==> src/rtl/line_sphere_intersection_top_macros.svh <==
// Assertion macros for the line / sphere intersection block.
// Used by line_sphere_intersection_top; expects clk and rst_n in scope.
`ifndef LINE_SPHERE_INTERSECTION_TOP_MACROS_SVH
`define LINE_SPHERE_INTERSECTION_TOP_MACROS_SVH

// Same-cycle implication, muted during reset
`define LSI_ASSERT_IMP(lbl, ante, cons, msg) \
  lbl: assert property (@(posedge clk) disable iff (!rst_n) (ante) |-> (cons)) \
    else $error(msg);

// Next-cycle implication, muted during reset
`define LSI_ASSERT_NXT(lbl, ante, cons, msg) \
  lbl: assert property (@(posedge clk) disable iff (!rst_n) (ante) |=> (cons)) \
    else $error(msg);

`endif

==> src/rtl/lsi_pkg.sv <==
// Shared types, widths and constants for the line / sphere intersection block.
// No dependencies; the module files refer to it by scoped names.
`timescale 1ns / 1ps

package lsi_pkg;

  // Defaults for the top-level parameters
  localparam int DIMENSIONS_DEF = 3;
  localparam int FRAC_BITS_DEF  = 16;

  // Field and datapath widths
  localparam int COORD_W    = 32;
  localparam int RAD_W      = 31;
  localparam int DLT_W      = COORD_W + 1;
  localparam int AA_W       = 2 * COORD_W - 1;
  localparam int BB_W       = COORD_W + DLT_W;
  localparam int CC_W       = 2 * COORD_W + 1;
  localparam int RR_W       = 2 * RAD_W;
  localparam int A_W        = 64;
  localparam int BH_W       = 67;
  localparam int MAG_W      = 66;
  localparam int DIG_W      = 16;
  localparam int MUL_DIGITS = (MAG_W + DIG_W - 1) / DIG_W;
  localparam int YP_W       = MUL_DIGITS * DIG_W;
  localparam int PROD_W     = 2 * MAG_W;
  localparam int Q_W        = 134;
  localparam int ROOT_W     = Q_W / 2;
  localparam int SREM_W     = ROOT_W + 2;
  localparam int NUM_W      = 70;
  localparam int NMAG_W     = NUM_W - 1;
  localparam int DEN_W      = A_W + 1;
  localparam int QUO_W      = 32;

  // Root count codes
  localparam logic [1:0] CNT_NONE = 2'd0;
  localparam logic [1:0] CNT_ONE  = 2'd1;
  localparam logic [1:0] CNT_TWO  = 2'd2;

  // Clamp limits on the quotient magnitude
  localparam logic [QUO_W-1:0] LIM_POS = 32'h7FFF_FFFF;
  localparam logic [QUO_W-1:0] LIM_NEG = 32'h8000_0000;

  typedef struct packed {
    logic signed [COORD_W-1:0] origin_x;
    logic signed [COORD_W-1:0] origin_y;
    logic signed [COORD_W-1:0] origin_z;
    logic signed [COORD_W-1:0] dir_x;
    logic signed [COORD_W-1:0] dir_y;
    logic signed [COORD_W-1:0] dir_z;
    logic signed [COORD_W-1:0] centre_x;
    logic signed [COORD_W-1:0] centre_y;
    logic signed [COORD_W-1:0] centre_z;
    logic        [RAD_W-1:0]   radius;
  } in_t;

  typedef struct packed {
    logic        [1:0]       root_count;
    logic signed [QUO_W-1:0] root_first;
    logic signed [QUO_W-1:0] root_second;
    logic                    divide_fault;
    logic                    saturated;
  } out_t;

  // Side data riding along the multiply chain
  typedef struct packed {
    logic signed [BH_W-1:0] bh;
    logic [A_W-1:0]         a;
    logic                   cneg;
  } coef_tag_t;

  // Side data riding along the square-root chain
  typedef struct packed {
    logic signed [BH_W-1:0] bh;
    logic [A_W-1:0]         a;
    logic                   qneg;
    logic                   qzero;
  } sq_tag_t;

  // Side data riding along the divider chain
  typedef struct packed {
    logic [1:0] cnt;
    logic       fault;
    logic       neg0;
    logic       neg1;
    logic       big0;
    logic       big1;
  } div_tag_t;

endpackage

==> src/rtl/lsi_sqrt_cell.sv <==
// One bit step of a restoring integer square root.
// Depends on lsi_pkg for widths and the square-root tag type.
`timescale 1ns / 1ps

module lsi_sqrt_cell (
  input  logic                         clk,
  input  logic                         rst_n,
  input  logic                         en,
  input  logic                         vld_i,
  input  lsi_pkg::sq_tag_t             tag_i,
  input  logic [lsi_pkg::Q_W-1:0]      rad_i,
  input  logic [lsi_pkg::ROOT_W-1:0]   root_i,
  input  logic [lsi_pkg::SREM_W-1:0]   rem_i,
  output logic                         vld_o,
  output lsi_pkg::sq_tag_t             tag_o,
  output logic [lsi_pkg::Q_W-1:0]      rad_o,
  output logic [lsi_pkg::ROOT_W-1:0]   root_o,
  output logic [lsi_pkg::SREM_W-1:0]   rem_o
);

  localparam int W2 = lsi_pkg::SREM_W + 2;

  logic [W2-1:0]                 rem2, trial, diff;
  logic                          ge;
  logic                          vld_r;
  lsi_pkg::sq_tag_t              tag_r;
  logic [lsi_pkg::Q_W-1:0]       rad_r;
  logic [lsi_pkg::ROOT_W-1:0]    root_r;
  logic [lsi_pkg::SREM_W-1:0]    rem_r;

  // Bring down two radicand bits and try the next root bit
  always_comb begin
    rem2  = {rem_i, rad_i[lsi_pkg::Q_W-1 -: 2]};
    trial = W2'({root_i, 2'b01});
    ge    = rem2 >= trial;
    diff  = rem2 - trial;
  end

  always_ff @(posedge clk) begin
    if (!rst_n) begin
      vld_r <= 1'b0;
    end else if (en) begin
      vld_r <= vld_i;
    end
  end

  // Advance remainder, root and the rest of the radicand
  always_ff @(posedge clk) begin
    if (en) begin
      tag_r  <= tag_i;
      rad_r  <= rad_i << 2;
      root_r <= {root_i[lsi_pkg::ROOT_W-2:0], ge};
      rem_r  <= ge ? diff[lsi_pkg::SREM_W-1:0] : rem2[lsi_pkg::SREM_W-1:0];
    end
  end

  assign vld_o  = vld_r;
  assign tag_o  = tag_r;
  assign rad_o  = rad_r;
  assign root_o = root_r;
  assign rem_o  = rem_r;

endmodule

==> config.mk <==
export PLATFORM = sky130hd
export DESIGN_NAME = lsi_sqrt_cell
export DESIGN_NICKNAME = d
export VERILOG_FILES = /design/src/rtl/line_sphere_intersection_top_macros.svh /design/src/rtl/lsi_pkg.sv /design/src/rtl/lsi_sqrt_cell.sv
export SDC_FILE = /design/constraint.sdc
export NUM_CORES = 1
export LEC_CHECK = 0
export BUFFER_PORTS_ARGS = -buffer_cell sky130_fd_sc_hd__clkbuf_2
export CAP_MARGIN = 0
export CELL_PAD_IN_SITES_DETAIL_PLACEMENT = 2
export CELL_PAD_IN_SITES_GLOBAL_PLACEMENT = 2
export CORE_AREA = 2 2 315 317
export CTS_BUF_LIST = sky130_fd_sc_hd__clkbuf_2 sky130_fd_sc_hd__clkbuf_4 sky130_fd_sc_hd__clkbuf_8
export CTS_CLUSTER_SIZE = 30
export DETAILED_ROUTE_END_ITERATION = 8
export DIE_AREA = 0 0 317 319
export GPL_TIMING_DRIVEN = 1
export HOLD_SLACK_MARGIN = 0.08
export PLACE_DENSITY = 0.57
export SYNTH_ARGS = -nofsm -noshare
export SYNTH_HDL_FRONTEND = slang
export SYNTH_SLANG_ARGS = --single-unit
==> constraint.sdc <==
create_clock -name clk -period 8.26 [get_ports clk]
set_input_delay 0.826 -clock clk [delete_from_list [all_inputs] [get_ports clk]]
set_output_delay 0.826 -clock clk [all_outputs]
set_load 0.01 [all_outputs]
==> flow_summary.yaml <==
outcome:
  status: "finished clean"
clock_network:
  insertion_delay_ns: 0.71
  cts_setup_buffers: 0
  cts_max_path_buffers: 3
  cts_resized: 0
  clk_pin_slew_ns: 0.06
  cts_max_level: 3
  cts_buffers: 82
  cts_tree: "yes"
  hold_buffers: 0
  cts_sinks: 402
  root_buffer: "clkbuf_8"
synthesis:
  yosys_warnings: 0
  avgSynthCellArea_um2: 14.4
  synth_cell_types: 71
  ys.flop_type: "edfxtp_1"
  synth_most_common_cell: "edfxtp_1"
  synthArstFlopShare_pct: 0
  synth_seq_cells: 402
  synthTopCellsByCount: "edfxtp_1, a21oi_1, inv_1"
  synth-edff-count: 401
  synth_top_area_share_pct: 68.0
  synthTopCellsByArea: "edfxtp_1, ha_1, mux2_4"
  synth_top_cell_by_area: "edfxtp_1"
  synthCells: 1227
  yosysSeqAreaShare_pct: 68.1
  syn_area_mm2: 0.0177
placement:
  postPlaceCellArea_mm2: 0.0232
  pre_cts_ws_ns: 2.85
  place.gp.congestion: 0.851
  dp.cells: 3284
  port_buffers: 808
  dp_hpwl_um: 73100
global_route:
  grt_pass1_vias: 15700
  grt_usage_pct: 17.0
  antenna_found_initial: 47
  grt_max_degree: 137
  grt_remaining_overflow: 0
  grt_pass1_wl_um: 120000
floorplan:
  io_pins: 811
  die_h_um: 319
  placementRows: 115
  core_area_mm2: 0.0977
  die_w_um: 317
  start_util_pct: 18.1
  die_area_mm2: 0.101
timing:
  clock_skew_ns: 0
  fin_ws_ns: 3.71
  drv_slew: 0
  clock.fmax_mhz: 220
  setup_viol: 0
  tns_ns: 0
  rsz0062_at_grt: "false"
  hold_viol_final: 0
  fin_crit_sh_pct: 55.1
  slew_headroom_pct: 25.8
  finalCriticalPeriod_ns: 4.55
  tightest_slew_ns: 1.11
pwr:
  finalPower_mw: 5.91
  p_sw_mw: 1.70
  swShare_pct: 28.8
  internal-power_mw: 4.21
  p_leak_nw: 11.0
  power_density_mw_per_mm2: 236
  p_clk_share_pct: 39.6
  peakVddDrop_v: 0.000105
  p_seq_share_pct: 42.9
  p_comb_share_pct: 17.5
routing:
  firstDrtPassIters: 6
  drc: 0
  top_layer: "met5"
  ant_nets: 0
  wl_met2_um: 43300
  drt_wl_total_um: 88400
  wl_met3_um: 9470
  vias: 14100
  post_drt_wl_per_cell_um: 25.6
  wl_met1_um: 32200
  drtIter0Drc: 643
  vias_per_cell: 4.09
worst_setup_path:
  crit_start: "root_i[1]"
  path_class: "in2reg"
  cp.required_ns: 8.73
  endpoint_kind: "register"
  r2r_setup_slack_ns: 7.66
  worstPathArrival_ns: 5.01
  crit_fanout: 7
  rr_startpoint: "vld_o"
  start_kind: "input pin"
  reg2reg_depth: 2
  rr_endpoint: "vld_o"
worst_hold_path:
  hold_path_end: "tag_o[2]"
  min_delay_path_depth: 1
  min_path_type: "in2reg"
  worstHoldStart: "tag_i[2]"
layout:
  area_growth_pct: 41.2
  fin_area_mm2: 0.0250
  nets: 2557
  drive_gt1_share_pct: 47.2
  fin_cells: 3457
flow_run:
  drv_cap: 0
worst max-delay path, cell delays in order:
cell,delay [ns]
clkbuf_2,0.10
inv_1,0.05
ha_1,0.42
o211ai_1,0.14
a21oi_1,0.35
o211ai_1,0.24
a2111oi_0,0.87
o21ai_1,0.41
o211ai_1,0.89
a21boi_0,0.27
xnor2_1,0.18
mux2_4,0.25
registers in the layout, indices dropped and copies added, names as in the netlist:
register	cells
root_o	67
rem_o	69
vld_o	1
rad_o	132
tag_o	133
power groups by stage:
| stage | sequential (mW) | clock (mW) | combinational (mW) |
|---|---|---|---|
| final | 2.54 | 2.34 | 1.03 |
| after global routing | 2.56 | 2.52 | 1.13 |
| after CTS | 2.54 | 2.45 | 1.06 |
| after detailed placement | 2.58 | 0 | 1.06 |
| after global placement | 2.57 | 0 | 1.04 |
| after floorplan | 2.67 | 0 | 0.391 |
worst max path at each step:
| stage | to | cells past startpoint |
|---|---|---|
| finish | rem_o[56] | 12 |
| global route | rem_o[56] | 12 |
| CTS | rem_o[56] | 12 |
| detailed placement | rem_o[56] | 12 |
| global placement | rem_o[56] | 12 |
| floorplan | rem_o[21] | 15 |
per-layer routing:
layer | vias to the layer above | global-route usage, %
met5 | - | 0.774
met4 | 26 | 7.27
met3 | 162 | 8.41
met2 | 588 | 28.7
met1 | 6999 | 17.6
li1 | 6364 | -
cells in the final DEF, fill, tap and decap left out, drive strengths merged, types with 31 or more instances in the layout:
cell type / n
a21oi: 96
xnor2: 37
a21o: 31
nor2: 48
edfxtp: 401
mux2: 54
nand2: 68
o21ai: 55
clkbuf: 909
clkinv: 35
inv: 102
ha: 69
cells by family after synthesis:
group / after synthesis / synth area share, %
AO/OA/AOI/OAI: 277 / 10.0
XOR/XNOR: 58 / 2.87
adder cells (fa/ha/maj): 69 / 4.87
buffers and inverters: 141 / 3.63
flip-flops: 402 / 68.1
multiplexers: 56 / 4.35
other: 1 / 0.0212
AND/OR/NAND/NOR: 223 / 6.17
layout make-up:
| class | count | area (um2) |
|---|---|---|
| fillers | 10800 | 72700 |
| flip-flops and latches | 402 | 12100 |
| multi-input cells | 685 | 5020 |
| repair buffers | 815 | 4120 |
| well taps | 1287 | 1610 |
| clock buffers | 102 | 1280 |
| clock inverters | 51 | 518 |
| inverters | 95 | 359 |
| diodes | 20 | 50.0 |
metrics by stage:
stage                     util (%)  hold WS [ns]
after floorplan                  -         0.538
after global placement        23.7         0.507
after detailed placement      23.7         0.533
after CTS                     25.6         0.173
after global routing          25.6         0.194
final                         25.6         0.265
Note: power is estimated with default switching activity, not from simulation.
