File: src/rtl/line_sphere_intersection_top_macros.svh
// Assertion macros for the line / sphere intersection block.
// Used by line_sphere_intersection_top; expects clk and rst_n in scope.
`ifndef LINE_SPHERE_INTERSECTION_TOP_MACROS_SVH
`define LINE_SPHERE_INTERSECTION_TOP_MACROS_SVH

// Same-cycle implication, muted during reset
`define LSI_ASSERT_IMP(lbl, ante, cons, msg) \
  lbl: assert property (@(posedge clk) disable iff (!rst_n) (ante) |-> (cons)) \
    else $error(msg);

// Next-cycle implication, muted during reset
`define LSI_ASSERT_NXT(lbl, ante, cons, msg) \
  lbl: assert property (@(posedge clk) disable iff (!rst_n) (ante) |=> (cons)) \
    else $error(msg);

`endif

File: src/rtl/lsi_pkg.sv
// Shared types, widths and constants for the line / sphere intersection block.
// No dependencies; the module files refer to it by scoped names.
`timescale 1ns / 1ps

package lsi_pkg;

  // Defaults for the top-level parameters
  localparam int DIMENSIONS_DEF = 3;
  localparam int FRAC_BITS_DEF  = 16;

  // Field and datapath widths
  localparam int COORD_W    = 32;
  localparam int RAD_W      = 31;
  localparam int DLT_W      = COORD_W + 1;
  localparam int AA_W       = 2 * COORD_W - 1;
  localparam int BB_W       = COORD_W + DLT_W;
  localparam int CC_W       = 2 * COORD_W + 1;
  localparam int RR_W       = 2 * RAD_W;
  localparam int A_W        = 64;
  localparam int BH_W       = 67;
  localparam int MAG_W      = 66;
  localparam int DIG_W      = 16;
  localparam int MUL_DIGITS = (MAG_W + DIG_W - 1) / DIG_W;
  localparam int YP_W       = MUL_DIGITS * DIG_W;
  localparam int PROD_W     = 2 * MAG_W;
  localparam int Q_W        = 134;
  localparam int ROOT_W     = Q_W / 2;
  localparam int SREM_W     = ROOT_W + 2;
  localparam int NUM_W      = 70;
  localparam int NMAG_W     = NUM_W - 1;
  localparam int DEN_W      = A_W + 1;
  localparam int QUO_W      = 32;

  // Root count codes
  localparam logic [1:0] CNT_NONE = 2'd0;
  localparam logic [1:0] CNT_ONE  = 2'd1;
  localparam logic [1:0] CNT_TWO  = 2'd2;

  // Clamp limits on the quotient magnitude
  localparam logic [QUO_W-1:0] LIM_POS = 32'h7FFF_FFFF;
  localparam logic [QUO_W-1:0] LIM_NEG = 32'h8000_0000;

  typedef struct packed {
    logic signed [COORD_W-1:0] origin_x;
    logic signed [COORD_W-1:0] origin_y;
    logic signed [COORD_W-1:0] origin_z;
    logic signed [COORD_W-1:0] dir_x;
    logic signed [COORD_W-1:0] dir_y;
    logic signed [COORD_W-1:0] dir_z;
    logic signed [COORD_W-1:0] centre_x;
    logic signed [COORD_W-1:0] centre_y;
    logic signed [COORD_W-1:0] centre_z;
    logic        [RAD_W-1:0]   radius;
  } in_t;

  typedef struct packed {
    logic        [1:0]       root_count;
    logic signed [QUO_W-1:0] root_first;
    logic signed [QUO_W-1:0] root_second;
    logic                    divide_fault;
    logic                    saturated;
  } out_t;

  // Side data riding along the multiply chain
  typedef struct packed {
    logic signed [BH_W-1:0] bh;
    logic [A_W-1:0]         a;
    logic                   cneg;
  } coef_tag_t;

  // Side data riding along the square-root chain
  typedef struct packed {
    logic signed [BH_W-1:0] bh;
    logic [A_W-1:0]         a;
    logic                   qneg;
    logic                   qzero;
  } sq_tag_t;

  // Side data riding along the divider chain
  typedef struct packed {
    logic [1:0] cnt;
    logic       fault;
    logic       neg0;
    logic       neg1;
    logic       big0;
    logic       big1;
  } div_tag_t;

endpackage

File: src/rtl/lsi_div_cell.sv
// One quotient bit step of two restoring dividers sharing a divisor.
// Depends on lsi_pkg for widths and the divider tag type.
`timescale 1ns / 1ps

module lsi_div_cell (
  input  logic                         clk,
  input  logic                         rst_n,
  input  logic                         en,
  input  logic                         vld_i,
  input  lsi_pkg::div_tag_t            tag_i,
  input  logic [lsi_pkg::DEN_W-1:0]    den_i,
  input  logic [lsi_pkg::DEN_W-1:0]    rem0_i,
  input  logic [lsi_pkg::QUO_W-1:0]    lo0_i,
  input  logic [lsi_pkg::QUO_W-1:0]    q0_i,
  input  logic [lsi_pkg::DEN_W-1:0]    rem1_i,
  input  logic [lsi_pkg::QUO_W-1:0]    lo1_i,
  input  logic [lsi_pkg::QUO_W-1:0]    q1_i,
  output logic                         vld_o,
  output lsi_pkg::div_tag_t            tag_o,
  output logic [lsi_pkg::DEN_W-1:0]    den_o,
  output logic [lsi_pkg::DEN_W-1:0]    rem0_o,
  output logic [lsi_pkg::QUO_W-1:0]    lo0_o,
  output logic [lsi_pkg::QUO_W-1:0]    q0_o,
  output logic [lsi_pkg::DEN_W-1:0]    rem1_o,
  output logic [lsi_pkg::QUO_W-1:0]    lo1_o,
  output logic [lsi_pkg::QUO_W-1:0]    q1_o
);

  localparam int W2 = lsi_pkg::DEN_W + 1;

  logic [W2-1:0]               r0, r1, d0, d1, dext;
  logic                        ge0, ge1;
  logic                        vld_r;
  lsi_pkg::div_tag_t           tag_r;
  logic [lsi_pkg::DEN_W-1:0]   den_r, rem0_r, rem1_r;
  logic [lsi_pkg::QUO_W-1:0]   lo0_r, lo1_r, q0_r, q1_r;

  // Shift in the next dividend bit and compare against the divisor
  always_comb begin
    dext = {1'b0, den_i};
    r0   = {rem0_i, lo0_i[lsi_pkg::QUO_W-1]};
    r1   = {rem1_i, lo1_i[lsi_pkg::QUO_W-1]};
    ge0  = r0 >= dext;
    ge1  = r1 >= dext;
    d0   = r0 - dext;
    d1   = r1 - dext;
  end

  always_ff @(posedge clk) begin
    if (!rst_n) begin
      vld_r <= 1'b0;
    end else if (en) begin
      vld_r <= vld_i;
    end
  end

  // Advance partial remainders and quotients
  always_ff @(posedge clk) begin
    if (en) begin
      tag_r  <= tag_i;
      den_r  <= den_i;
      rem0_r <= ge0 ? d0[lsi_pkg::DEN_W-1:0] : r0[lsi_pkg::DEN_W-1:0];
      rem1_r <= ge1 ? d1[lsi_pkg::DEN_W-1:0] : r1[lsi_pkg::DEN_W-1:0];
      lo0_r  <= lo0_i << 1;
      lo1_r  <= lo1_i << 1;
      q0_r   <= {q0_i[lsi_pkg::QUO_W-2:0], ge0};
      q1_r   <= {q1_i[lsi_pkg::QUO_W-2:0], ge1};
    end
  end

  assign vld_o  = vld_r;
  assign tag_o  = tag_r;
  assign den_o  = den_r;
  assign rem0_o = rem0_r;
  assign lo0_o  = lo0_r;
  assign q0_o   = q0_r;
  assign rem1_o = rem1_r;
  assign lo1_o  = lo1_r;
  assign q1_o   = q1_r;

endmodule

File: config.mk
export PLATFORM = sky130hd
export DESIGN_NAME = lsi_div_cell
export DESIGN_NICKNAME = d
export VERILOG_FILES = /design/src/rtl/line_sphere_intersection_top_macros.svh /design/src/rtl/lsi_pkg.sv /design/src/rtl/lsi_div_cell.sv
export SDC_FILE = /design/constraint.sdc
export NUM_CORES = 1
export LEC_CHECK = 0
export BUFFER_PORTS_ARGS = -buffer_cell sky130_fd_sc_hd__buf_2
export CELL_PAD_IN_SITES_DETAIL_PLACEMENT = 1
export CELL_PAD_IN_SITES_GLOBAL_PLACEMENT = 2
export CORE_AREA = 2 2 259 261
export DETAILED_ROUTE_END_ITERATION = 16
export DIE_AREA = 0 0 261 263
export PLACE_DENSITY = 0.85
export SETUP_SLACK_MARGIN = 0.05
export SYNTH_ARGS = -nofsm -noshare
export SYNTH_HDL_FRONTEND = slang
export SYNTH_SLANG_ARGS = --single-unit
export TNS_END_PERCENT = 20
File: constraint.sdc
create_clock -name clk -period 4.25 [get_ports clk]
set_clock_uncertainty 0.1 [all_clocks]
set_input_delay 0.425 -clock clk [delete_from_list [all_inputs] [get_ports clk]]
set_output_delay 0.425 -clock clk [all_outputs]
set_load 0.02 [all_outputs]
==> tab_implementation.tex, run 1 <==
\begin{tabular}{lr}
\hline
Metric & Value \\
\hline
\multicolumn{2}{l}{\textbf{Place}} \\
HPWL reported at the end of detailed placement & 67.26 mm \\
Count of buffers from port buffering & 660 \\
Final weighted congestion in routability-driven placement & 0.8701 \\
\multicolumn{2}{l}{\textbf{Worst hold path}} \\
Hold crit path type & in -> reg \\
Worst-case hold path end point & vld\_o \\
Worst Min Path Start & vld\_i \\
Worst hold path depth & 3 \\
\multicolumn{2}{l}{\textbf{Detailed routing}} \\
DRC violations left & 0 \\
DR vias/cell & 4.996 \\
Number of antenna-violating nets in the routed design & 0 \\
Total length of routed wires & 86.46 mm \\
Routed wirelength normalized by instance count & 23.55 µm \\
Detailed-route via count & 18350 \\
Total iterations of the first detailed-routing run & 4 \\
Iteration-0 DRC count of the detailed router & 1132 \\
\multicolumn{2}{l}{\textbf{Logic synthesis}} \\
Post-synth top area share & 49.95\% \\
Synth warnings & 0 \\
Syn\_area\_per\_cell & 10.91 µm² \\
Register area share after synthesis & 50.05\% \\
Main combinational cell family by area after synthesis & compound AO/OA/AOI/OAI gates \\
Cell taking the most area after synthesis & edfxtp\_1 \\
Share of the synthesized area in compound gates (AO/OA/AOI/OAI) & 16.83\% \\
Register bit total from synthesis & 329 \\
Leading post-synthesis cells by cell area & edfxtp\_1 50\%, ha\_1 8.2\%, a21oi\_1 4.7\%, xnor2\_1 3.2\%, a21o\_1 3.1\% \\
Arithmetic-cell share of the synthesized area counting full adders, half adders and majority gates & 8.452\% \\
Ys async rst share & 0\% \\
XOR/XNOR Fraction of Synth Area & 5.064\% \\
Area of the mapped netlist & 0.01972 mm² \\
Area share of and/or/nand/nor cells after synthesis & 11.20\% \\
Mux share of post-synthesis cell area & 4.480\% \\
Number of synthesized flops with an enable pin & 328 \\
Top FF cell, synth & edfxtp\_1 \\
Cell variety after synth & 78 \\
Gate count of the mapped netlist & 1807 \\
\multicolumn{2}{l}{\textbf{Outcome}} \\
Outcome & complete, no violations \\
\multicolumn{2}{l}{\textbf{Power and ir drop}} \\
Switching power summed over all nets & 0.003549 W \\
Pwr dens & 389.8 mW/mm² \\
Register share of total power & 37.8\% \\
Combinational Power Share & 29.8\% \\
Clk pwr share & 32.4\% \\
Pwr Total & 0.01099 W \\
Cell internal pwr & 0.007438 W \\
Static leakage & 12.52 nW \\
VDD IR-drop max & 0.2675 mV \\
Switching part of the total & 32.30\% \\
\multicolumn{2}{l}{\textbf{Clock tree}} \\
Clock sinks & 329 \\
Later-pin clock latency in the skew report & 0.56 ns \\
Clock root buffer & clkbuf\_16 \\
Clock-pin slew reported for the worst setup and hold paths after clock tree synthesis & 0.05 ns \\
Maximum buffer depth of the clock tree & 3 \\
Clock tree from TritonCTS & yes \\
Clock buffer count from CTS & 42 \\
Level count of the clock H-tree & 2 \\
\multicolumn{2}{l}{\textbf{STA}} \\
Post-route clock period utilization & 96.88\% \\
WHS & 0.04118 ns \\
Slew HR & 30.42\% \\
Final worst path period need & 4.118 ns \\
Final hold violations & 0 \\
Peak clock frequency supported by timing & 242.9 MHz \\
Unrepaired setup endpoints after global routing & yes \\
Finish-stage setup viols & 0 \\
Least-Margin Pin Slew & 1.044 ns \\
Pins Over Slew Limit & 0 \\
\multicolumn{2}{l}{\textbf{Floorplan}} \\
X dimension of the die & 261 µm \\
DIE HEIGHT & 263 µm \\
Area of the die & 0.06864 mm² \\
Std-Cell Rows & 94 \\
Number of I/O pins & 665 \\
Initial standard-cell utilization of the core & 30.04\% \\
Core region area & 0.06563 mm² \\
\multicolumn{2}{l}{\textbf{Global routing}} \\
All-Layer GR Usage & 24.30\% \\
Vias in the first global route & 19760 \\
First-pass GRT wire length & 125.7 mm \\
Largest net degree at the start of global routing & 111 \\
Global-route congestion overflow total & 0 \\
Initial antenna violation count & 28 \\
\multicolumn{2}{l}{\textbf{Setup path}} \\
Type of element capturing the critical path & register \\
Arrival time of data at the critical path endpoint & 4.33 ns \\
Slack of the worst reg-to-reg path & 3.55 ns \\
Maximum single-stage delay on the critical path & 0.53 ns \\
Start of the worst register-to-register path & vld\_o \\
Library cell appearing most often on the critical path & buf\_4 \\
Cell with the biggest individual delay on the critical path & dlygate4sd3\_1 \\
Category of the worst setup path launch point & input pin \\
Worst reg2reg endpoint & vld\_o \\
Worst-path cell chain & dlygate4sd3\_1 > buf\_2 > inv\_1 > ha\_1 > nand2\_1 > a211oi\_2 > buf\_4 > o211a\_1 > o2111a\_2 > o21ai\_0 > a21oi\_1 > buf\_4 > o22ai\_1 > buf\_4 > o31ai\_1 > xor2\_1 > mux2\_4 \\
Data required time at the worst endpoint & 4.46 ns \\
Highest fanout seen on the critical path & 5 \\
Worst Setup Path Type & in -> reg \\
Cells on worst reg2reg path & 2 \\
\multicolumn{2}{l}{\textbf{Run}} \\
Number of maximum-capacitance violations & 0 \\
\multicolumn{2}{l}{\textbf{Cells and area}} \\
Filler instances & 7459 \\
Number of nets in the final layout & 3227 \\
Fraction of final layout cells with drive strength greater than 1 & 33.62\% \\
Layout Area Growth over Synthesis & 42.97\% \\
\hline
\end{tabular}
-- flip-flops by register name (all words and copies together) (netlist names) --
name / count
den_o: 65
vld_o: 1
q1_o: 32
q0_o: 32
rem0_o: 65
lo1_o: 31
tag_o: 7
lo0_o: 31
rem1_o: 65
-- power by group through the flow --
stage	clock (W)	combinational, W	sequential, W
6_report	0.00356	0.00327	0.00415
3_5_place_dp	0	0.00310	0.00421
2_1_floorplan	0	0.00136	0.00466
4_1_cts	0.00364	0.00327	0.00415
5_1_grt	0.00376	0.00353	0.00418
3_3_place_gp	0	0.00304	0.00420
-- layer usage --
layer  wire length [µm]  global-route usage [%]  up-vias
met5                112                       0        -
met1              33470                   27.32     8987
li1                   -                       -     8658
met4               3283                   9.490       18
met3               5015                   5.247      144
met2              44590                   44.29      538
-- per-stage QoR --
step | TNS (ns) | instances | area [µm²] | setup WS [ns] | util (%)
finish | 0 | 3672 | 28190 | 0.1324 | 42.95
CTS | 0 | 3657 | 28130 | 0.09995 | 42.86
global route | -0.01281 | 3670 | 28180 | -0.01281 | 42.95
floorplan | 0 | 1808 | 19720 | 0.7593 | -
global placement | -0.1364 | 3384 | 24810 | -0.1364 | 37.80
detailed placement | -5.264 | 3384 | 24810 | -0.1054 | 37.80
-- Yosys cell counts, types with 10 or more instances --
| master | number |
|---|---|
| a211oi_1 | 20 |
| a21boi_0 | 13 |
| a21o_1 | 81 |
| a21oi_1 | 187 |
| a31oi_1 | 10 |
| and2_1 | 12 |
| and3_1 | 16 |
| buf_2 | 11 |
| buf_6 | 11 |
| clkbuf_1 | 49 |
| edfxtp_1 | 328 |
| ha_1 | 130 |
| inv_1 | 98 |
| mux2_2 | 25 |
| mux2_4 | 36 |
| nand2_1 | 138 |
| nand2b_1 | 12 |
| nand3_1 | 37 |
| nand4_1 | 36 |
| nor2_1 | 130 |
| nor2b_1 | 16 |
| nor3_1 | 29 |
| o21a_1 | 13 |
| o21ai_0 | 98 |
| o21bai_1 | 18 |
| o31ai_1 | 13 |
| xnor2_1 | 73 |
| xor2_1 | 41 |
-- logic make-up after synthesis --
kind of cell	count (synthesis)
compound gates	526
xor+xnor	114
fa+ha+maj	132
buf+inv	174
flops	329
mux	67
other cells	1
simple gates	464
-- cells in the final DEF, fill, tap and decap left out, drive strengths merged, types with 81 or more instances in the layout --
cell type    instances
buf                788
edfxtp             328
dlygate4sd3        197
a21oi              188
nand2              138
nor2               130
ha                 130
o21ai              108
inv                 99
a21o                81
-- cell type report --
cell class / instances / area [µm²] / area share (%)
Antenna cell: 15 / 37.54 / 0.1332
Clock buffer: 59 / 1156 / 4.101
Clock inverter: 17 / 191.4 / 0.6791
Inverter: 98 / 367.9 / 1.305
Multi-Input combinational cell: 1305 / 9128 / 32.38
Sequential cell: 329 / 9869 / 35.01
Tap cell: 864 / 1081 / 3.835
Timing Repair Buffer: 985 / 6359 / 22.56
-- worst max path at each step --
stage	endpoint	cells after the start	startpoint	slack, ns
floorplan	rem0_o[26]	16	lo0_i[31]	0.76
global placement	rem1_o[63]	16	den_i[11]	-0.14
detailed placement	rem0_o[24]	17	lo0_i[31]	-0.11
CTS	rem1_o[63]	16	den_i[4]	0.1
global route	rem0_o[59]	19	den_i[4]	-0.01
finish	rem0_o[61]	17	den_i[4]	0.13
-- critical path: cells and delay by family --
kind                     cells  cell delay (ns)
AO/OA/AOI/OAI                7             1.72
buffers and inverters        6             1.25
adder cells (fa/ha/maj)      1             0.40
multiplexers                 1             0.27
AND/OR/NAND/NOR              1             0.14
XOR/XNOR                     1             0.12
-- timing repair --
action,4_1_cts,5_1_grt
hold buffers,197,0
endpoints found under the hold margin,197,0
setup endpoints to repair,0,32
gates resized for setup,0,7
buffers inserted,0,0
Note: power is estimated with default switching activity, not from simulation.
==> inputs of run 2 (changes only) <==
--- a/config.mk
+++ b/config.mk
@@ -12,6 +12,7 @@
 export DETAILED_ROUTE_END_ITERATION = 16
 export DIE_AREA = 0 0 261 263
 export PLACE_DENSITY = 0.85
+export RECOVER_POWER = 100
 export SETUP_SLACK_MARGIN = 0.05
 export SYNTH_ARGS = -nofsm -noshare
 export SYNTH_HDL_FRONTEND = slang
==> tab_implementation.tex, run 2 (synthesized netlist as in run 1, its figures left out) <==
\begin{tabular}{lr}
\hline
Metric & Value \\
\hline
\multicolumn{2}{l}{\textbf{Run}} \\
Number of maximum-capacitance violations & 1 (was 0) \\
\multicolumn{2}{l}{\textbf{Global routing}} \\
First-pass GRT wire length & 125.7 mm (unchanged) \\
Largest net degree at the start of global routing & 111 (unchanged) \\
Global routing met3 resource utilization & 5.247\% (unchanged) \\
Routing usage on met2 & 44.29\% (unchanged) \\
Vias in the first global route & 19760 (unchanged) \\
All-Layer GR Usage & 24.30\% (unchanged) \\
Global-route congestion overflow total & 0 (unchanged) \\
Top Usage Layer GRT & met2 (unchanged) \\
M1 GR Usage & 27.32\% (unchanged) \\
Initial antenna violation count & 28 (unchanged) \\
\multicolumn{2}{l}{\textbf{Cells and area}} \\
Commonest cells after routing, fill and taps aside & 433 x clkbuf\_1, 328 x edfxtp\_1, 245 x buf\_2 (was 659 x buf\_2, 328 x edfxtp\_1, 197 x dlygate4sd3\_1) \\
Sequential cell area & 0.009869 mm² (unchanged) \\
Fraction of final layout cells with drive strength greater than 1 & 17.62\% (was 33.62\%) \\
Filler instances & 7643 (was 7459) \\
Final Non-Filler Cells & 3674 (was 3672) \\
Most common cell after layout, fill and taps aside & clkbuf\_1 (was buf\_2) \\
Number of nets in the final layout & 3227 (unchanged) \\
Area of the multi-input gates & 0.009022 mm² (was 0.009128 mm²) \\
Non-Filler Cell Area, Final & 0.02749 mm² (was 0.02819 mm²) \\
Layout Area Growth over Synthesis & 39.43\% (was 42.97\%) \\
\multicolumn{2}{l}{\textbf{Setup path}} \\
Highest fanout seen on the critical path & 38 (was 5) \\
Type of element capturing the critical path & register (unchanged) \\
Maximum single-stage delay on the critical path & 0.55 ns (was 0.53 ns) \\
Buffers and inverters on the worst path & 5 (was 6) \\
Cell with the biggest individual delay on the critical path & dlygate4sd3\_1 (unchanged) \\
Data required time at the worst endpoint & 4.46 ns (about the same) \\
Category of the worst setup path launch point & input pin (unchanged) \\
Worst Setup Path Type & in -> reg (unchanged) \\
Worst-path cell chain & dlygate4sd3\_1 > clkbuf\_1 > inv\_1 > ha\_1 > and2\_1 > nand4\_1 > or4\_1 > a21oi\_1 > o21ai\_0 > buf\_4 > nand2\_1 > a31oi\_1 > o21ai\_4 > buf\_12 > mux2\_2 (was dlygate4sd3\_1 > buf\_2 > inv\_1 > ha\_1 > nand2\_1 > a211oi\_2 > buf\_4 > o211a\_1 > o2111a\_2 > o21ai\_0 > a21oi\_1 > buf\_4 > o22ai\_1 > buf\_4 > o31ai\_1 > xor2\_1 > mux2\_4) \\
Arrival time of data at the critical path endpoint & 4.40 ns (was 4.33 ns) \\
Family with the most delay on the worst path & buffers and inverters (was compound AO/OA/AOI/OAI gates) \\
\multicolumn{2}{l}{\textbf{Clock tree}} \\
Clock root buffer & clkbuf\_16 (unchanged) \\
Clock-pin slew reported for the worst setup and hold paths after clock tree synthesis & 0.06 ns (was 0.05 ns) \\
Level count of the clock H-tree & 2 (unchanged) \\
Maximum buffer depth of the clock tree & 3 (unchanged) \\
Clock buffer count from CTS & 42 (unchanged) \\
Clock sinks & 329 (unchanged) \\
Clock tree from TritonCTS & yes (unchanged) \\
Later-pin clock latency in the skew report & 0.56 ns (about the same) \\
\multicolumn{2}{l}{\textbf{Floorplan}} \\
X dimension of the die & 261 µm (unchanged) \\
DIE HEIGHT & 263 µm (unchanged) \\
Area of the die & 0.06864 mm² (unchanged) \\
Initial standard-cell utilization of the core & 30.04\% (unchanged) \\
Core region area & 0.06563 mm² (unchanged) \\
Number of I/O pins & 665 (unchanged) \\
Std-Cell Rows & 94 (unchanged) \\
\multicolumn{2}{l}{\textbf{STA}} \\
Finish-stage setup viols & 0 (unchanged) \\
Peak clock frequency supported by timing & 238.9 MHz (was 242.9 MHz) \\
Least-Margin Pin Slew & 3.313 ns (was 1.044 ns) \\
Post-route clock period utilization & 98.50\% (was 96.88\%) \\
Final hold violations & 0 (unchanged) \\
Pins Over Slew Limit & 110 (was 0) \\
Slew HR & -120.9\% (was 30.42\%) \\
Unrepaired setup endpoints after global routing & yes (unchanged) \\
Final worst path period need & 4.186 ns (was 4.118 ns) \\
\multicolumn{2}{l}{\textbf{Detailed routing}} \\
Routed wirelength normalized by instance count & 23.57 µm (was 23.55 µm) \\
Detailed-route via count & 18380 (was 18350) \\
Number of antenna-violating nets in the routed design & 0 (unchanged) \\
Total iterations of the first detailed-routing run & 5 (was 4) \\
DR vias/cell & 5.002 (was 4.996) \\
Total length of routed wires & 86.60 mm (was 86.46 mm) \\
Iteration-0 DRC count of the detailed router & 1197 (was 1132) \\
DRC violations left & 0 (unchanged) \\
\multicolumn{2}{l}{\textbf{Place}} \\
Count of buffers from port buffering & 660 (unchanged) \\
Cell area reported after detailed placement & 0.02481 mm² (unchanged) \\
HPWL reported at the end of detailed placement & 67.26 mm (unchanged) \\
Final weighted congestion in routability-driven placement & 0.8701 (unchanged) \\
DP Cell Count & 3384 (unchanged) \\
\multicolumn{2}{l}{\textbf{Worst hold path}} \\
Hold crit path type & in -> reg (unchanged) \\
\multicolumn{2}{l}{\textbf{Power and ir drop}} \\
Static leakage & 11.21 nW (was 12.52 nW) \\
Pwr dens & 394.2 mW/mm² (was 389.8 mW/mm²) \\
VDD IR-drop max & 0.2673 mV (was 0.2675 mV) \\
\multicolumn{2}{l}{\textbf{Outcome}} \\
Outcome & finished with violations (was complete, no violations) \\
Failing checks & max-capacitance violations, max-slew violations \\
\hline
\end{tabular}
[run 2: cell count changes in the layout (fill, tap and decap cells not counted), moves of 6 or more]
cell	delta
buf_2	-414
buf_4	-11
clkbuf_1	+419
clkbuf_2	+6
mux2_1	+28
mux2_4	-28
[run 2: worst reg2reg max path: cells and delay by family, from the launching register on]
kind,cells,cell delay [ns]
multiplexers,1,0.07
flip-flops,1,0.32
AND/OR/NAND/NOR,1,0.19
[run 2: where the power goes]
group	internal (W)	switching (W)	total (W)
sequential	0.00404	0.000131	0.00417
combinational	0.00115	0.00195	0.00310
clock	0.00209	0.00148	0.00356
[run 2: repair_timing]
item / CTS / global route
gates resized for setup: 0 / 7
endpoints found under the hold margin: 197 / 0
buffers inserted: 0 / 0
setup endpoints to repair: 0 / 32
hold buffers: 197 / 0
[run 2: final timing paths]
path,from,end,slack [ns],cells past startpoint
max,den_i[41],rem0_o[16],0.06,15
min,vld_i,vld_o,0.04,3
min reg2reg,vld_o,vld_o,0.42,2
max reg2reg,vld_o,vld_o,3.50,2
[run 2: cell type report]
type,count,area share [%]
Tap cell,864,3.932
Clock buffer,59,4.205
Sequential cell,329,35.90
Inverter,98,1.338
Multi-Input combinational cell,1305,32.82
Clock inverter,17,0.6963
Antenna cell,17,0.1547
Timing Repair Buffer,985,20.96
[run 2: through the flow]
step,setup slack (ns),hold slack [ns],utilization (%),total power [W],TNS (ns)
2_1_floorplan,0.7593,0.4239,-,0.006017,0
3_3_place_gp,-0.1364,0.3903,37.80,0.007242,-0.1364
3_5_place_dp,-0.1054,0.4163,37.80,0.007306,-5.264
4_1_cts,0.09995,0.004056,42.86,0.01106,0
5_1_grt,-0.01281,0.04709,41.88,0.01132,-0.05225
6_report,0.06389,0.03622,41.89,0.01084,0
[run 2: per-layer routing]
metal  up-vias  share of wire, %
li1       8661                 -
met1      8996                39
met2       548                51
met3       157               6.0
met4        16               3.9
met5         -              0.11
==> inputs of run 3 (changes only) <==
--- a/config.mk
+++ b/config.mk
@@ -11,7 +11,7 @@
 export CORE_AREA = 2 2 259 261
 export DETAILED_ROUTE_END_ITERATION = 16
 export DIE_AREA = 0 0 261 263
-export PLACE_DENSITY = 0.85
+export PLACE_DENSITY = 0.83
 export RECOVER_POWER = 100
 export SETUP_SLACK_MARGIN = 0.05
 export SYNTH_ARGS = -nofsm -noshare
==> tab_implementation.tex, run 3 (synthesized netlist as in run 1, its figures left out) <==
\begin{tabular}{lr}
\hline
Metric & Value \\
\hline
\multicolumn{2}{l}{\textbf{STA}} \\
Final hold violations & 0 (unchanged) \\
Slew HR & -92.13\% (was -120.9\%) \\
Least-Margin Pin Slew & 2.882 ns (was 3.313 ns) \\
Finish-stage setup viols & 0 (unchanged) \\
Unrepaired setup endpoints after global routing & no (was yes) \\
WHS & 0.02745 ns (was 0.03622 ns) \\
Final worst path period need & 4.078 ns (was 4.186 ns) \\
Post-route clock period utilization & 95.96\% (was 98.50\%) \\
Peak clock frequency supported by timing & 245.2 MHz (was 238.9 MHz) \\
Pins Over Slew Limit & 167 (was 110) \\
\multicolumn{2}{l}{\textbf{Cells and area}} \\
Final core utilization & 41.54\% (was 41.89\%) \\
Fraction of final layout cells with drive strength greater than 1 & 17.57\% (was 17.62\%) \\
Final Non-Filler Cells & 3653 (was 3674) \\
Filler instances & 7644 (was 7643) \\
Layout Area Growth over Synthesis & 38.27\% (was 39.43\%) \\
Number of nets in the final layout & 3214 (was 3227) \\
Most common cell after layout, fill and taps aside & clkbuf\_1 (unchanged) \\
Commonest cells after routing, fill and taps aside & 423 x clkbuf\_1, 328 x edfxtp\_1, 246 x buf\_2 (was 433 x clkbuf\_1, 328 x edfxtp\_1, 245 x buf\_2) \\
\multicolumn{2}{l}{\textbf{Power and ir drop}} \\
Static leakage & 11.10 nW (was 11.21 nW) \\
Pwr dens & 387.5 mW/mm² (was 394.2 mW/mm²) \\
VDD IR-drop max & 0.2473 mV (was 0.2673 mV) \\
Pwr Total & 0.01056 W (was 0.01084 W) \\
\multicolumn{2}{l}{\textbf{Place}} \\
Count of buffers from port buffering & 660 (unchanged) \\
DP Cell Count & 3373 (was 3384) \\
HPWL reported at the end of detailed placement & 67.05 mm (was 67.26 mm) \\
Final weighted congestion in routability-driven placement & 0.8896 (was 0.8701) \\
\multicolumn{2}{l}{\textbf{Clock tree}} \\
Clock tree from TritonCTS & yes (unchanged) \\
Maximum buffer depth of the clock tree & 3 (unchanged) \\
Number of setup buffers added after CTS & 0 (unchanged) \\
Clock root buffer & clkbuf\_16 (unchanged) \\
Clock sinks & 329 (unchanged) \\
Level count of the clock H-tree & 2 (unchanged) \\
Later-pin clock latency in the skew report & 0.56 ns (about the same) \\
Clock-pin slew reported for the worst setup and hold paths after clock tree synthesis & 0.05 ns (was 0.06 ns) \\
Clock buffer count from CTS & 40 (was 42) \\
\multicolumn{2}{l}{\textbf{Detailed routing}} \\
Number of antenna-violating nets in the routed design & 0 (unchanged) \\
Iteration-0 DRC count of the detailed router & 1066 (was 1197) \\
Total iterations of the first detailed-routing run & 5 (unchanged) \\
Routed wirelength normalized by instance count & 23.62 µm (was 23.57 µm) \\
DR vias/cell & 4.977 (was 5.002) \\
Total length of routed wires & 86.27 mm (was 86.60 mm) \\
Detailed-route via count & 18180 (was 18380) \\
DRC violations left & 0 (unchanged) \\
\multicolumn{2}{l}{\textbf{Setup path}} \\
Category of the worst setup path launch point & input pin (unchanged) \\
Highest fanout seen on the critical path & 6 (was 38) \\
Worst reg2reg endpoint & vld\_o (unchanged) \\
Cell with the biggest individual delay on the critical path & dlygate4sd3\_1 (unchanged) \\
Data required time at the worst endpoint & 4.46 ns (about the same) \\
Start of the worst register-to-register path & vld\_o (unchanged) \\
Worst Setup Path Type & in -> reg (unchanged) \\
Arrival time of data at the critical path endpoint & 4.29 ns (was 4.40 ns) \\
Slack of the worst reg-to-reg path & 3.52 ns (was 3.50 ns) \\
Worst-path cell chain & dlygate4sd3\_1 > clkbuf\_1 > inv\_1 > ha\_1 > a21oi\_1 > o21ai\_0 > a22oi\_1 > nand2\_1 > o21ai\_0 > a21oi\_1 > buf\_4 > o22ai\_1 > buf\_4 > o31ai\_1 > buf\_4 > xor2\_1 > mux2\_4 (was dlygate4sd3\_1 > clkbuf\_1 > inv\_1 > ha\_1 > and2\_1 > nand4\_1 > or4\_1 > a21oi\_1 > o21ai\_0 > buf\_4 > nand2\_1 > a31oi\_1 > o21ai\_4 > buf\_12 > mux2\_2) \\
Library cell appearing most often on the critical path & buf\_4 \\
Maximum single-stage delay on the critical path & 0.52 ns (was 0.55 ns) \\
Cells on worst reg2reg path & 2 (unchanged) \\
Type of element capturing the critical path & register (unchanged) \\
\multicolumn{2}{l}{\textbf{Outcome}} \\
Outcome & finished with violations (unchanged) \\
Failing checks & max-capacitance violations, max-slew violations (unchanged) \\
\multicolumn{2}{l}{\textbf{Worst hold path}} \\
Worst hold path depth & 3 (unchanged) \\
Worst Min Path Start & vld\_i (unchanged) \\
Worst-case hold path end point & vld\_o (unchanged) \\
Hold crit path type & in -> reg (unchanged) \\
\multicolumn{2}{l}{\textbf{Floorplan}} \\
Area of the die & 0.06864 mm² (unchanged) \\
X dimension of the die & 261 µm (unchanged) \\
DIE HEIGHT & 263 µm (unchanged) \\
Initial standard-cell utilization of the core & 30.04\% (unchanged) \\
Std-Cell Rows & 94 (unchanged) \\
Number of I/O pins & 665 (unchanged) \\
Core region area & 0.06563 mm² (unchanged) \\
\multicolumn{2}{l}{\textbf{Global routing}} \\
Largest net degree at the start of global routing & 105 (was 111) \\
All-Layer GR Usage & 24.15\% (was 24.30\%) \\
Initial antenna violation count & 30 (was 28) \\
Vias in the first global route & 19510 (was 19760) \\
First-pass GRT wire length & 124.7 mm (was 125.7 mm) \\
Global-route congestion overflow total & 0 (unchanged) \\
\multicolumn{2}{l}{\textbf{Run}} \\
Number of maximum-capacitance violations & 2 (was 1) \\
\hline
\end{tabular}
[run 3: cell types whose count changed in the layout (fill, tap and decap cells not counted), sizes merged]
cell      delta
clkbuf      -16
buf          -8
clkinv       +7
diode        -5
bufinv       -1
clkinvlp     +1
inv          +1
[run 3: layout make-up]
class | count | area, µm² | area share [%]
clock inverters | 25 | 193.9 | 0.7113
inverters | 98 | 367.9 | 1.349
well taps | 864 | 1081 | 3.965
multi-input cells | 1305 | 9056 | 33.22
clock buffers | 46 | 1023 | 3.754
diodes | 12 | 30.03 | 0.1101
repair buffers | 974 | 5642 | 20.69
flip-flops and latches | 329 | 9869 | 36.20
[run 3: worst max-delay path: cells and delay by family]
kind                     cells  cell delay, ns
AO/OA/AOI/OAI                7            1.69
XOR/XNOR                     1            0.14
adder cells (fa/ha/maj)      1            0.38
buffers and inverters        6            1.24
multiplexers                 1            0.26
AND/OR/NAND/NOR              1            0.16
[run 3: how the worst max path moves through the flow]
stage | from | to | slack, ns
floorplan | lo0_i[31] | rem0_o[26] | 0.76
global placement | den_i[1] | rem1_o[59] | -0.02
detailed placement | den_i[1] | rem1_o[59] | -0.09
CTS | den_i[0] | rem0_o[20] | 0.07
global route | den_i[27] | rem1_o[59] | 0.03
finish | den_i[16] | rem0_o[61] | 0.17
[run 3: power breakdown]
part	switching, W	total, W	leakage (nW)	internal (W)
combinational	0.00194	0.00308	7.30	0.00115
sequential	0.000127	0.00416	3.22	0.00404
clock	0.00147	0.00332	0.589	0.00185
[run 3: per-stage QoR]
| step | cell area (µm²) | setup slack (ns) | TNS, ns |
|---|---|---|---|
| 5_1_grt | 27250 | 0.02938 | 0 |
| 6_report | 27260 | 0.1718 | 0 |
| 2_1_floorplan | 19720 | 0.7593 | 0 |
| 4_1_cts | 27880 | 0.07272 | 0 |
| 3_5_place_dp | 24690 | -0.08951 | -0.1150 |
| 3_3_place_gp | 24690 | -0.01723 | -0.03260 |
[run 3: metal layers]
layer	vias to the layer above	track usage, %	share of wire [%]
li1	8609	-	-
met1	8869	26.69	38
met2	532	44.50	52
met3	140	6.393	6.8
met4	32	7.693	3.0
met5	-	0	0.23
[run 3: what timing repair did]
item                                   in CTS  in global routing
resized for setup                           0                 13
setup endpoints to repair                   0                 71
endpoints found under the hold margin     197                  0
hold buffers                              197                  0
